**src/hw/rtl/mneu_pkg.sv**
```systemverilog
// ----------------------------------------------------------------------------
// mneu_pkg
// Shared types and constants for the MIDI note event encoder.
// ----------------------------------------------------------------------------
package mneu_pkg;

  localparam int DeltaW    = 28;
  localparam int GroupW    = 7;
  localparam int MaxDelta  = 4;
  localparam int NDeltaW   = 3;

  localparam logic [7:0] StatusOff = 8'h80;
  localparam logic [7:0] StatusOn  = 8'h90;

  typedef struct packed {
    logic [NDeltaW-1:0] n_delta;
    logic [DeltaW-1:0]  delta;
    logic [7:0]         status;
    logic [7:0]         key;
    logic [6:0]         vel;
  } desc_t;

  typedef enum logic [2:0] {
    ST_IDLE,
    ST_DELTA,
    ST_STATUS,
    ST_KEY,
    ST_VEL
  } state_t;

endpackage

```
**src/hw/rtl/mneu_front.sv**
```systemverilog
// ----------------------------------------------------------------------------
// mneu_front
// Accepts note events, sizes the delta VLQ and forms status and key bytes.
// ----------------------------------------------------------------------------
module mneu_front (
  input  logic                 in_valid,
  output logic                 in_ready,
  input  logic                 in_mode,
  input  logic signed [28:0]   in_delta_ticks,
  input  logic [3:0]           in_channel,
  input  logic [4:0]           in_octave,
  input  logic [3:0]           in_pitch_class,
  input  logic [6:0]           in_velocity,
  input  logic                 q_full,
  output logic                 q_push,
  output mneu_pkg::desc_t      q_desc
);

  logic [mneu_pkg::DeltaW-1:0]  mag;
  logic [mneu_pkg::NDeltaW-1:0] n_delta;
  logic [8:0]                   key_sum;

  assign mag = in_delta_ticks[mneu_pkg::DeltaW-1:0];

  always_comb begin
    priority if (in_delta_ticks[28]) begin
      n_delta = 3'd0;
    end else if (|mag[27:21]) begin
      n_delta = 3'd4;
    end else if (|mag[20:14]) begin
      n_delta = 3'd3;
    end else if (|mag[13:7]) begin
      n_delta = 3'd2;
    end else begin
      n_delta = 3'd1;
    end
  end

  // 12*octave = 8*octave + 4*octave
  assign key_sum = {1'b0, in_octave, 3'b000} + {2'b00, in_octave, 2'b00}
                 + {5'b00000, in_pitch_class};

  always_comb begin
    q_desc.n_delta = n_delta;
    q_desc.delta   = mag;
    q_desc.status  = (in_mode ? mneu_pkg::StatusOn : mneu_pkg::StatusOff)
                   | {4'b0000, in_channel};
    q_desc.key     = key_sum[7:0];
    q_desc.vel     = in_velocity;
  end

  assign in_ready = !q_full;
  assign q_push   = in_valid && !q_full;

endmodule

```
**src/hw/rtl/mneu_queue.sv**
```systemverilog
// ----------------------------------------------------------------------------
// mneu_queue
// Small FIFO of classified events between front and back.
// ----------------------------------------------------------------------------
module mneu_queue #(
  parameter int Depth = 2
) (
  input  logic            clk,
  input  logic            rst_n,
  input  logic            push,
  input  mneu_pkg::desc_t push_data,
  output logic            full,
  input  logic            pop,
  output logic            q_valid,
  output mneu_pkg::desc_t q_data
);

  localparam int PtrW = (Depth > 1) ? $clog2(Depth) : 1;
  localparam int CntW = $clog2(Depth + 1);

  mneu_pkg::desc_t mem_r [Depth];
  logic [PtrW-1:0] wr_ptr_r, wr_ptr_nxt;
  logic [PtrW-1:0] rd_ptr_r, rd_ptr_nxt;
  logic [CntW-1:0] count_r, count_nxt;

  assign full    = (count_r == CntW'(Depth));
  assign q_valid = (count_r != '0);
  assign q_data  = mem_r[rd_ptr_r];

  always_comb begin
    wr_ptr_nxt = wr_ptr_r;
    rd_ptr_nxt = rd_ptr_r;
    count_nxt  = count_r;
    if (push) begin
      wr_ptr_nxt = (wr_ptr_r == PtrW'(Depth - 1)) ? '0 : wr_ptr_r + 1'b1;
    end
    if (pop) begin
      rd_ptr_nxt = (rd_ptr_r == PtrW'(Depth - 1)) ? '0 : rd_ptr_r + 1'b1;
    end
    unique case ({push, pop})
      2'b10:   count_nxt = count_r + 1'b1;
      2'b01:   count_nxt = count_r - 1'b1;
      default: count_nxt = count_r;
    endcase
  end

  always_ff @(posedge clk) begin
    if (!rst_n) begin
      wr_ptr_r <= '0;
      rd_ptr_r <= '0;
      count_r  <= '0;
    end else begin
      wr_ptr_r <= wr_ptr_nxt;
      rd_ptr_r <= rd_ptr_nxt;
      count_r  <= count_nxt;
    end
  end

  always_ff @(posedge clk) begin
    if (push) begin
      mem_r[wr_ptr_r] <= push_data;
    end
  end

  a_count_range: assert property (@(posedge clk) disable iff (!rst_n)
    count_r <= CntW'(Depth))
    else $error("queue count out of range");

  a_no_overflow: assert property (@(posedge clk) disable iff (!rst_n)
    push |-> !full)
    else $error("push into full queue");

  a_no_underflow: assert property (@(posedge clk) disable iff (!rst_n)
    pop |-> q_valid)
    else $error("pop from empty queue");

endmodule

```
**src/hw/rtl/mneu_back.sv**
```systemverilog
// ----------------------------------------------------------------------------
// mneu_back
// Serializes one queued event into VLQ delta, status, key and velocity beats.
// ----------------------------------------------------------------------------
module mneu_back (
  input  logic            clk,
  input  logic            rst_n,
  input  logic            q_valid,
  input  mneu_pkg::desc_t q_data,
  output logic            q_pop,
  output logic            out_valid,
  input  logic            out_ready,
  output logic [7:0]      out_byte,
  output logic            out_last_byte
);

  mneu_pkg::state_t             state_r, state_nxt;
  logic [mneu_pkg::NDeltaW-1:0] dcnt_r, dcnt_nxt;
  logic [mneu_pkg::DeltaW-1:0]  sh_r, sh_nxt;
  logic [7:0]                   status_r, status_nxt;
  logic [7:0]                   key_r, key_nxt;
  logic [6:0]                   vel_r, vel_nxt;
  logic [mneu_pkg::DeltaW-1:0]  aligned;

  logic       out_valid_r, out_valid_nxt;
  logic [7:0] out_byte_r, out_byte_nxt;
  logic       out_last_r, out_last_nxt;

  logic       out_free;
  logic       load;
  logic       emit;
  logic [7:0] cur_byte;
  logic       cur_last;

  assign out_free = !out_valid_r || out_ready;

  // put the first group at the top of the shifter
  always_comb begin
    unique case (q_data.n_delta)
      3'd4:    aligned = q_data.delta;
      3'd3:    aligned = {q_data.delta[20:0], 7'b0};
      3'd2:    aligned = {q_data.delta[13:0], 14'b0};
      default: aligned = {q_data.delta[6:0], 21'b0};
    endcase
  end

  // next state
  always_comb begin
    state_nxt  = state_r;
    dcnt_nxt   = dcnt_r;
    sh_nxt     = sh_r;
    status_nxt = status_r;
    key_nxt    = key_r;
    vel_nxt    = vel_r;
    load       = 1'b0;
    unique case (state_r)
      mneu_pkg::ST_IDLE: begin
        load = q_valid;
      end
      mneu_pkg::ST_DELTA: begin
        if (out_free) begin
          sh_nxt   = {sh_r[mneu_pkg::DeltaW-mneu_pkg::GroupW-1:0],
                      {mneu_pkg::GroupW{1'b0}}};
          dcnt_nxt = dcnt_r - 1'b1;
          if (dcnt_r == 3'd1) begin
            state_nxt = mneu_pkg::ST_STATUS;
          end
        end
      end
      mneu_pkg::ST_STATUS: begin
        if (out_free) begin
          state_nxt = mneu_pkg::ST_KEY;
        end
      end
      mneu_pkg::ST_KEY: begin
        if (out_free) begin
          state_nxt = mneu_pkg::ST_VEL;
        end
      end
      mneu_pkg::ST_VEL: begin
        if (out_free) begin
          state_nxt = mneu_pkg::ST_IDLE;
          load      = q_valid;
        end
      end
      default: begin
        state_nxt = mneu_pkg::ST_IDLE;
      end
    endcase
    if (load) begin
      state_nxt  = (q_data.n_delta != '0) ? mneu_pkg::ST_DELTA : mneu_pkg::ST_STATUS;
      dcnt_nxt   = q_data.n_delta;
      sh_nxt     = aligned;
      status_nxt = q_data.status;
      key_nxt    = q_data.key;
      vel_nxt    = q_data.vel;
    end
  end

  // outputs
  always_comb begin
    emit     = 1'b1;
    cur_byte = '0;
    cur_last = 1'b0;
    unique case (state_r)
      mneu_pkg::ST_DELTA: begin
        cur_byte = {(dcnt_r != 3'd1), sh_r[mneu_pkg::DeltaW-1 -: mneu_pkg::GroupW]};
      end
      mneu_pkg::ST_STATUS: begin
        cur_byte = status_r;
      end
      mneu_pkg::ST_KEY: begin
        cur_byte = key_r;
      end
      mneu_pkg::ST_VEL: begin
        cur_byte = {1'b0, vel_r};
        cur_last = 1'b1;
      end
      default: begin
        emit = 1'b0;
      end
    endcase
    out_valid_nxt = out_valid_r;
    out_byte_nxt  = out_byte_r;
    out_last_nxt  = out_last_r;
    if (out_free) begin
      out_valid_nxt = emit;
      out_byte_nxt  = cur_byte;
      out_last_nxt  = cur_last;
    end
  end

  assign q_pop         = load;
  assign out_valid     = out_valid_r;
  assign out_byte      = out_byte_r;
  assign out_last_byte = out_last_r;

  always_ff @(posedge clk) begin
    if (!rst_n) begin
      state_r     <= mneu_pkg::ST_IDLE;
      dcnt_r      <= '0;
      out_valid_r <= 1'b0;
    end else begin
      state_r     <= state_nxt;
      dcnt_r      <= dcnt_nxt;
      out_valid_r <= out_valid_nxt;
    end
  end

  always_ff @(posedge clk) begin
    sh_r       <= sh_nxt;
    status_r   <= status_nxt;
    key_r      <= key_nxt;
    vel_r      <= vel_nxt;
    out_byte_r <= out_byte_nxt;
    out_last_r <= out_last_nxt;
  end

  a_dcnt_range: assert property (@(posedge clk) disable iff (!rst_n)
    dcnt_r <= 3'(mneu_pkg::MaxDelta))
    else $error("delta count out of range");

  a_delta_nonzero: assert property (@(posedge clk) disable iff (!rst_n)
    (state_r == mneu_pkg::ST_DELTA) |-> (dcnt_r != '0))
    else $error("delta state with no bytes left");

  a_pop_at_end: assert property (@(posedge clk) disable iff (!rst_n)
    q_pop |-> (state_r == mneu_pkg::ST_IDLE
               || (state_r == mneu_pkg::ST_VEL && out_free)))
    else $error("event popped mid-serialization");

  a_last_follows_vel: assert property (@(posedge clk) disable iff (!rst_n)
    (state_r == mneu_pkg::ST_VEL && out_free) |=> (out_valid_r && out_last_r))
    else $error("velocity beat not flagged last");

endmodule

```
**src/hw/rtl/midi_note_event_encoder_unit.sv**
```systemverilog
// ----------------------------------------------------------------------------
// midi_note_event_encoder_unit
// Encodes note-on/off events into standard MIDI track-event bytes.
// ----------------------------------------------------------------------------
// Input channel (in_valid/in_ready): one note event per beat.
// Output channel (out_valid/out_ready): one byte per beat, in order: delta
// time as a big-endian VLQ of 1 to 4 bytes (none when the delta is negative),
// status, key, velocity. out_last_byte marks the velocity byte.
// Throughput: one byte per cycle from the serializer unless the receiver
// stalls. An event is 3 to 7 bytes (delta bytes + 3); queued events follow
// with no gap. First byte path: FIFO, serializer state, output register.
// The front classifies events into a QueueDepth-entry FIFO; in_ready drops
// only when that FIFO is full. When the receiver stalls, the output register
// holds its byte, the serializer waits, and the FIFO absorbs new events.
// Reset (rst_n low, synchronous) empties the FIFO and drops out_valid.
// ----------------------------------------------------------------------------
module midi_note_event_encoder_unit #(
  parameter int QueueDepth = 2
) (
  input  logic               clk,
  input  logic               rst_n,
  input  logic               in_valid,
  output logic               in_ready,
  input  logic               in_mode,
  input  logic signed [28:0] in_delta_ticks,
  input  logic [3:0]         in_channel,
  input  logic [4:0]         in_octave,
  input  logic [3:0]         in_pitch_class,
  input  logic [6:0]         in_velocity,
  output logic               out_valid,
  input  logic               out_ready,
  output logic [7:0]         out_byte,
  output logic               out_last_byte
);

  logic            q_full;
  logic            q_push;
  logic            q_pop;
  logic            q_valid;
  mneu_pkg::desc_t push_desc;
  mneu_pkg::desc_t head_desc;

  mneu_front u_front (
    .in_valid       (in_valid),
    .in_ready       (in_ready),
    .in_mode        (in_mode),
    .in_delta_ticks (in_delta_ticks),
    .in_channel     (in_channel),
    .in_octave      (in_octave),
    .in_pitch_class (in_pitch_class),
    .in_velocity    (in_velocity),
    .q_full         (q_full),
    .q_push         (q_push),
    .q_desc         (push_desc)
  );

  mneu_queue #(
    .Depth (QueueDepth)
  ) u_queue (
    .clk       (clk),
    .rst_n     (rst_n),
    .push      (q_push),
    .push_data (push_desc),
    .full      (q_full),
    .pop       (q_pop),
    .q_valid   (q_valid),
    .q_data    (head_desc)
  );

  mneu_back u_back (
    .clk           (clk),
    .rst_n         (rst_n),
    .q_valid       (q_valid),
    .q_data        (head_desc),
    .q_pop         (q_pop),
    .out_valid     (out_valid),
    .out_ready     (out_ready),
    .out_byte      (out_byte),
    .out_last_byte (out_last_byte)
  );

endmodule

```
**config.mk**
```make
export PLATFORM = sky130hd
export DESIGN_NAME = midi_note_event_encoder_unit
export DESIGN_NICKNAME = d
export VERILOG_FILES = /design/src/hw/rtl/mneu_pkg.sv /design/src/hw/rtl/mneu_front.sv /design/src/hw/rtl/mneu_queue.sv /design/src/hw/rtl/mneu_back.sv /design/src/hw/rtl/midi_note_event_encoder_unit.sv
export SDC_FILE = /design/constraint.sdc
export NUM_CORES = 1
export LEC_CHECK = 0
export BUFFER_PORTS_ARGS = -buffer_cell sky130_fd_sc_hd__buf_2
export CORE_ASPECT_RATIO = 0.9
export CORE_UTILIZATION = 30
export CTS_CLUSTER_DIAMETER = 80
export DETAILED_ROUTE_END_ITERATION = 6
export PLACE_DENSITY = 0.55
export SYNTH_ARGS = -nofsm -noshare
export SYNTH_HDL_FRONTEND = slang
export SYNTH_SLANG_ARGS = --single-unit
```
**constraint.sdc**
```tcl
create_clock -name clk -period 4.25 [get_ports clk]
set_input_delay 0.6375 -clock clk [delete_from_list [all_inputs] [get_ports clk]]
set_output_delay 0.6375 -clock clk [all_outputs]
set_load 0.05 [all_outputs]
```
## Yosys cells after proc, flatten, opt, wreduce, memory -nomap -nowiden

Memories as Yosys holds them, arrays and structs flattened. A register that Yosys moved wholly into a read port is not among the register bits.
Cells that the tools add are included.

| word-level totals | value |
|---|---|
| register bits after elaboration | 71 |
| memory bits (writable) | 108 |
| output and inout bits | 11 |
| memories | 1 |

Memories:

| memory | depth | bits a word | rd ports | clocked after Yosys merged registers in | write ports | RTL line | source |
|---|---|---|---|---|---|---|---|
| u_queue.mem_r | 2 | 54 | 1 | 1 | 1 | mneu_queue.sv:21 | `mneu_pkg::desc_t mem_r [Depth];` |

| operators by class | value |
|---|---|
| $add $sub $neg | 7 |
| equal/unequal tests | 18 |
| mux-type cells | 32 |
| bitwise gates (word level) | 1 |
| reduce and logical (&&, ||, !) cells | 16 |

Operator list:

| kind | number |
|---|---|
| 28-bit 2-to-1 mux | 3 |
| 28-bit one-hot mux with 3 select lines | 1 |
| 3-bit 2-to-1 mux | 12 |
| 8-bit one-hot mux with 4 select lines | 1 |
| 7-bit OR reduction | 3 |
| 3-bit by 2-bit != test with 1-bit output, second input constant | 5 |
| 3-bit one-hot mux with 5 select lines | 1 |
| 3-bit by 2-bit equality test with 1-bit output, second input constant | 4 |
| 1-bit 2-to-1 mux | 9 |
| 8-bit by 4-bit adder with 8-bit output | 1 |
| 8-bit by 7-bit adder with 8-bit output | 1 |
| 8-bit by 4-bit OR with 8-bit output | 1 |
| 2-bit nonzero test | 4 |
| 3-bit by 1-bit equality test with 1-bit output, second input constant | 2 |
| 3-bit equality test, second input constant | 2 |
| 6-bit AND reduction | 1 |
| 5-bit 2-to-1 mux | 1 |
| 2-bit equality test, second input constant | 2 |
| 2-bit 2-to-1 mux | 2 |
| 2-bit one-hot mux with 2 select lines | 1 |
| 4-bit OR reduction | 1 |
| 3-bit zero test | 1 |
| 3-bit by 1-bit != test with 1-bit output, second input constant | 1 |
| 3-bit nonzero test | 1 |
| 11 further kinds | 13 |

## Logic depth before layout (Yosys ltp)

Gate-level depths: netlist of run 1.

| depth | value |
|---|---|
| depth after elaboration | 6 |
| mapped depth | 8 |
| depth with buffers taken out | 8 |

## Cells and area by module

A second synthesis of run 1 with hierarchy kept.

| second synthesis, totals | value |
|---|---|
| cells, all modules | 543 |
| area, all modules | 7938.9 µm² |

Modules (own cells, without submodules):

| module | times used | cells each | area each (µm²) | sequential area each (µm²) |
|---|---|---|---|---|
| mneu_queue | 1 | 190 | 4107.7 | 3343.2 |
| mneu_back | 1 | 263 | 3166.8 | 1941.9 |
| mneu_front | 1 | 90 | 664.4 | 0.0 |

## Worst setup path after synthesis of run 1

No wires, ideal clock.

| timing | value |
|---|---|
| path kind | register to register |
| from | register u_queue.count_r[0] |
| to | memory u_queue.mem_r[0][0] in the netlist's numbering (enable) |
| arrival time | 3223 ps |
| required time | 3790 ps |
| path slack | 567 ps |
| cell stages (with the launch flop) | 4 |
| path buffers | 0 |
| period minus slack after synthesis | 3683 ps |
| cells stage by stage | dfxtp_1 nand2b_1 nand2_1 nor2_1 |

| on the way | value |
|---|---|
| cells in the longest elaborated chain, start to end | 5 |

Ends and longest elaborated chain:

| item | RTL line | source |
|---|---|---|
| start, declared | mneu_queue.sv:24 | `logic [CntW-1:0] count_r, count_nxt;` |
| start signal, assigned | mneu_queue.sv:55 | `count_r <= count_nxt;` |
| 2-bit equality test | mneu_queue.sv:26 | `assign full = (count_r == CntW'(Depth));` |
| 1-bit zero test | -- |  |
| net in_ready | midi_note_event_encoder_unit.sv:23 | `output logic in_ready,` |
| 1-bit logical AND | mneu_front.sv:53 | `assign q_push = in_valid && !q_full;` |
| 1-bit 2-to-1 mux | mneu_queue.sv:60 | `if (push) begin` |
| 1-bit 2-to-1 mux (not written as such) | mneu_queue.sv:61 | `mem_r[wr_ptr_r] <= push_data;` |
| end, declared | mneu_queue.sv:21 |  |

The timed path passes the listed nets, and every way through them passes these cells.

==> impl_metrics.tcl, run 1 <==
set metrics [dict create \
    status "complete, but fails checks" \
    violations "DRC" \
    initial_core_util 0.310 \
    layout_setup_ws_ns 1.43 \
    cap_violations 0 \
    yosys.area.top_type "edfxtp_1" \
    holdBufCountCts 0 \
    nFillCells 2253 \
    yosysMostFrequentCell "edfxtp_1" \
    max_freq_mhz 354 \
    cts_resized 0 \
    die_w_microns 167 \
    cts_max_path_buffers 2 \
    final_max_slew_viol_count 0 \
    worstMarginPinSlew_ns 1.13 \
    first_iter_violations 362 \
    critPathSlowestCell "dfxtp_2" \
    grt_pass1_wl_microns 23100 \
    grt_max_degree 47 \
    num_rows 53 \
    grt-ovfl-total 0 \
    crit_chain "buf_4 > o21a_1 > nand2_1 > o22a_1 > a31oi_1" \
    ys_top_cells_by_count "edfxtp_1, mux2i_1, mux2_2" \
    stdcell_count 863 \
    coreArea_sq_mm 0.0236 \
    synth_edf_count 159 \
    tritoncts "built" \
    htree_levels 4 \
    grt_antenna_before_repair 0 \
    syn-cell-area_sq_mm 0.00731 \
    yosys.area.top_type_share 0.653 \
    criticalPathCategory "reg2reg" \
    cp-start-kind "register" \
    worst_setup_path_end_kind "register" \
    post-cts-setup-buffers 0 \
    syn_nets 552 \
    cpLargestDelayFamily "compound AO/OA/AOI/OAI gates" \
    synth_top_cells_by_area "edfxtp_1, mux2_2, mux2i_1" \
    ant_nets 0 \
    tns_ns 0 \
    dp_hpwl_microns 10300 \
    nets 615 \
    routabilityCongestion 0.753 \
    wl_per_cell_microns 17.2 \
    fp.dieH_microns 150 \
    ios 65 \
    fin_crit_sh 0.664 \
    leakagePower_nw 2.94 \
    cts_sinks 171 \
    rsz0062_at_grt "no" \
    drc 3 \
    cp.arrival_ns 3.10 \
    synthFlopType "edfxtp_1" \
    finalCoreUtilization 0.360 \
    synth_cell_types 47 \
    clk_latency_ns 0.43 \
    cts_buffers 17 \
    vdd_drop_max_v 0.000287 \
    dpl.cell_count 831 \
    critical-path-max-stage-delay_ns 0.77 \
    p_per_area_mw_per_mm2 721 \
    hold_viol_final 0 \
    grt_usage 0.123 \
    antenna_cells 0 \
    wl_microns 14800 \
    clk_pin_slew_ns 0.08 \
    ys_ff_latch 171 \
    syn_to_final_growth_pct 16.4 \
    setup_viol 0 \
    whs_ns 0.395 \
    dr.pass1.iters 7 \
    io_buffers 64 \
    async_reset_ff_frac 0 \
    pre_cts_ws_ns 1.35 \
    drive_above_1_share 0.250 \
    grt_pass1_vias 4186 \
    path_buf_inv 1 \
    via_count 4206 \
    yosys_warnings 0 \
    syn-instance-count 485 \
    syn-mean-instance-area_sq_um 15.1 \
    min_period_ns 2.82 \
    synth-seq-area-share 0.686 \
    dieArea_sq_mm 0.0250 \
    cp_max_fo 39 \
    worst_ep_required_time_ns 4.53 \
    root_buffer "clkbuf_16" \
    slew-limit-headroom 0.232 \
    finClkSkew_ns 0.0166 \
    hp-class "in2reg" \
    viasPerCell 4.87 \
]
## area by class of cell
class | instances | area (sq um) | area share
sequential | 171 | 5020 | 0.589
multi-input combinational | 270 | 2080 | 0.245
clock buffer | 17 | 425 | 0.0500
tap | 302 | 378 | 0.0444
timing repair buffer | 70 | 365 | 0.0429
clock inverter | 15 | 176 | 0.0207
inverter | 18 | 67.6 | 0.00794
## where the power goes
group / leakage, nW / switching [W] / internal [W] / total, W
clock: 0.292 / 0.000712 / 0.000842 / 0.00155
combinational: 1.04 / 0.00114 / 0.000711 / 0.00185
sequential: 1.61 / 0.000248 / 0.00249 / 0.00273
total: 2.94 / 0.00210 / 0.00404 / 0.00614
## flip-flops by register name, summed over array words and instances (netlist names), 2 cells and up, named ones only
signal and count:
u_queue.mem_r 102, u_back.sh_r 28, u_back.key_r 8, u_back.out_byte 8, u_back.vel_r 7, u_back.status_r 5, u_back.dcnt_r 3, u_back.state_r 3
u_queue.count_r 2
## final timing paths
kind / start / end / slack [ns] / depth (start not counted)
max: register / u_back.sh_r[26] / 1.43 / 5
min reg2reg: u_back.dcnt_r[2] / u_back.dcnt_r[2] / 0.51 / 2
max reg2reg: register / u_back.sh_r[26] / 1.43 / 5
min: in_delta_ticks[4] / u_queue.mem_r[0][27] / 0.39 / 1
## layer usage
metal  track usage  routed length [microns]  share of wire
met2         0.197                     6970           0.47
met4        0.0407                      191          0.013
met1         0.162                     6950           0.47
met5             0                        0              0
met3        0.0323                      718          0.048
## placed cells by master (no fill, tap or decap), types with 2 or more instances in the layout
cell,count
ha_1,11
clkinv_8,2
inv_6,3
o22a_1,6
xnor2_1,5
nand2_1,13
fa_1,2
clkbuf_16,17
nor4_1,3
nand2b_1,4
o21ai_0,15
mux2i_1,34
nor3_1,6
or4_1,3
inv_8,4
nor2_1,30
mux2_2,33
buf_2,64
o21a_1,15
o221ai_1,15
a22oi_1,6
buf_4,6
xor2_1,4
inv_1,17
o22ai_1,13
or3_1,2
dfxtp_1,11
a21oi_1,17
nor2b_1,7
and3_1,2
clkinv_4,4
edfxtp_1,159
o31a_1,2
a211oi_1,2
a21o_1,2
o32a_1,2
a31oi_1,3
## metrics by stage
stage	power, W	cell area, sq um
3_5_place_dp	0.00463	7910
3_3_place_gp	0.00457	7910
5_1_grt	0.00646	8510
4_1_cts	0.00619	8510
2_1_floorplan	0.00417	7310
6_report	0.00614	8510
## cell families (layout without fill, tap and decap cells)
| logic type | count (synthesis) | after routing | synth area share |
|---|---|---|---|
| adder cells (fa/ha/maj) | 13 | 13 | 0.0243 |
| XOR/XNOR | 9 | 9 | 0.0108 |
| buffers and inverters | 44 | 120 | 0.0305 |
| AND/OR/NAND/NOR | 76 | 76 | 0.0505 |
| multiplexers | 68 | 68 | 0.0993 |
| AO/OA/AOI/OAI | 104 | 104 | 0.0986 |
| flip-flops | 171 | 171 | 0.686 |
(Power assumes the default switching activity.)
==> inputs of run 2 (changes only) <==
PLACE_DENSITY = 0.56   (was 0.55)
clock period = 2.5 ns   (was 4.25 ns; I/O delays follow)
==> impl_metrics.tcl, run 2 (synthesis gave the netlist of run 1 again) <==
set metrics [dict create \
    status "complete, but fails checks" \
    violations "DRC" \
    cts_max_path_buffers 2 \
    total_power_w 0.0106 \
    final_common_cell "edfxtp_1" \
    pre_cts_ws_ns 0.0569 \
    cp_max_fo 27 \
    hold_viol_final 0 \
    tritoncts "built" \
    worst_setup_path_end_kind "register" \
    ant_nets 0 \
    seq_area_sq_mm 0.00502 \
    stdcell_count 876 \
    wl_per_cell_microns 16.9 \
    drive_above_1_share 0.265 \
    dpl.cell_count 845 \
    cts_resized 0 \
    top_regs "u_queue.mem_r x102, u_back.sh_r x28" \
    cts_buffers 17 \
    grt_max_degree 52 \
    root_buffer "clkbuf_16" \
    grt_usage 0.124 \
    regMostFlops "u_queue.mem_r" \
    hp-class "in2reg" \
    clk_latency_ns 0.43 \
    cts_sinks 171 \
    min_period_ns 2.15 \
    initial_core_util 0.310 \
    grt_antenna_before_repair 0 \
    antenna_cells 0 \
    clk_pin_slew_ns 0.07 \
    htree_levels 4 \
    nets 629 \
    viasPerCell 4.82 \
    cp.arrival_ns 2.32 \
    post-cts-setup-buffers 0 \
    routabilityCongestion 0.786 \
    dr.pass1.iters 7 \
    finClkSkew_ns 0.00867 \
    via_count 4225 \
    die_w_microns 167 \
    vdd_drop_max_v 0.000611 \
    critPathSlowestCell "a2111o_1" \
    cap_violations 0 \
    fin_crit_sh 0.859 \
    final_max_slew_viol_count 0 \
    drc 2 \
    cp-start-kind "register" \
    setup_viol 0 \
    leakagePower_nw 3.02 \
    worstMarginPinSlew_ns 0.553 \
    fp.dieH_microns 150 \
    coreArea_sq_mm 0.0236 \
    dieArea_sq_mm 0.0250 \
    first_iter_violations 362 \
    nFillCells 2262 \
    io_buffers 64 \
    min_from "in_delta_ticks[5]" \
    whs_ns 0.134 \
    wl_microns 14800 \
    multi_input_area_sq_mm 0.00208 \
    dp_hpwl_microns 10400 \
    layout_setup_ws_ns 0.352 \
    largest_reg_flops 102 \
    layout_common_cells "edfxtp_1, buf_2, mux2i_1, mux2_2, nor2_1" \
    grt-ovfl-total 0 \
    crit_chain "nor2b_1 > a2111o_1 > inv_2 > buf_4 > o221ai_1 > o21a_1" \
    max_freq_mhz 466 \
    grt_pass1_vias 4371 \
    rsz0062_at_grt "no" \
    criticalPathCategory "reg2reg" \
    p_per_area_mw_per_mm2 1230 \
    syn_to_final_growth_pct 18.3 \
    ios 65 \
    startpoint "u_back.out_valid" \
    holdBufCountCts 0 \
    num_rows 53 \
    critical-path-max-stage-delay_ns 0.51 \
    reg2reg_from "u_back.out_valid" \
    tns_ns 0 \
    slew-limit-headroom 0.631 \
    grt_pass1_wl_microns 23300 \
    worst_ep_required_time_ns 2.67 \
]
==> run 2: cell type report <==
class | count | area share
sequential | 171 | 0.580
multi-input combinational | 270 | 0.241
timing repair buffer | 84 | 0.0602
clock buffer | 18 | 0.0496
tap | 302 | 0.0437
clock inverter | 13 | 0.0181
inverter | 18 | 0.00781
==> run 2: metrics by stage <==
stage	util	cell area, sq um
4_1_cts	0.366	8650
6_report	0.366	8650
3_5_place_dp	0.342	8060
3_3_place_gp	0.342	8060
5_1_grt	0.366	8650
2_1_floorplan	-	7320
==> run 2: final timing paths <==
path | end | slack [ns] | depth (start not counted)
worst max-delay path | u_back.sh_r[8] | 0.35 | 6
worst min-delay path | u_queue.mem_r[1][28] | 0.13 | 1
worst max register to register | u_back.sh_r[8] | 0.35 | 6
worst min register to register | u_back.dcnt_r[1] | 0.51 | 2
==> run 2: metal layers <==
layer / vias to the layer above / track usage / share of wire
li1: 2034 / - / -
met1: 2102 / 0.160 / 0.47
met2: 81 / 0.203 / 0.48
met3: 8 / 0.0365 / 0.042
met4: 0 / 0.0347 / 0.0088
met5: - / 0 / 0
==> run 2: critical path, delay by kind of cell (launching register included) <==
kind	cells	cell delay, ns
flip-flops	1	0.32
AO/OA/AOI/OAI	3	0.78
AND/OR/NAND/NOR	1	0.16
buffers and inverters	2	0.62
==> run 2: where the power goes <==
| group | internal [W] | leakage, nW | switching, W |
|---|---|---|---|
| registers | 0.00422 | 1.61 | 0.000278 |
| clock network | 0.00149 | 0.286 | 0.00113 |
| logic | 0.00140 | 1.12 | 0.00211 |
| total | 0.00712 | 3.02 | 0.00352 |
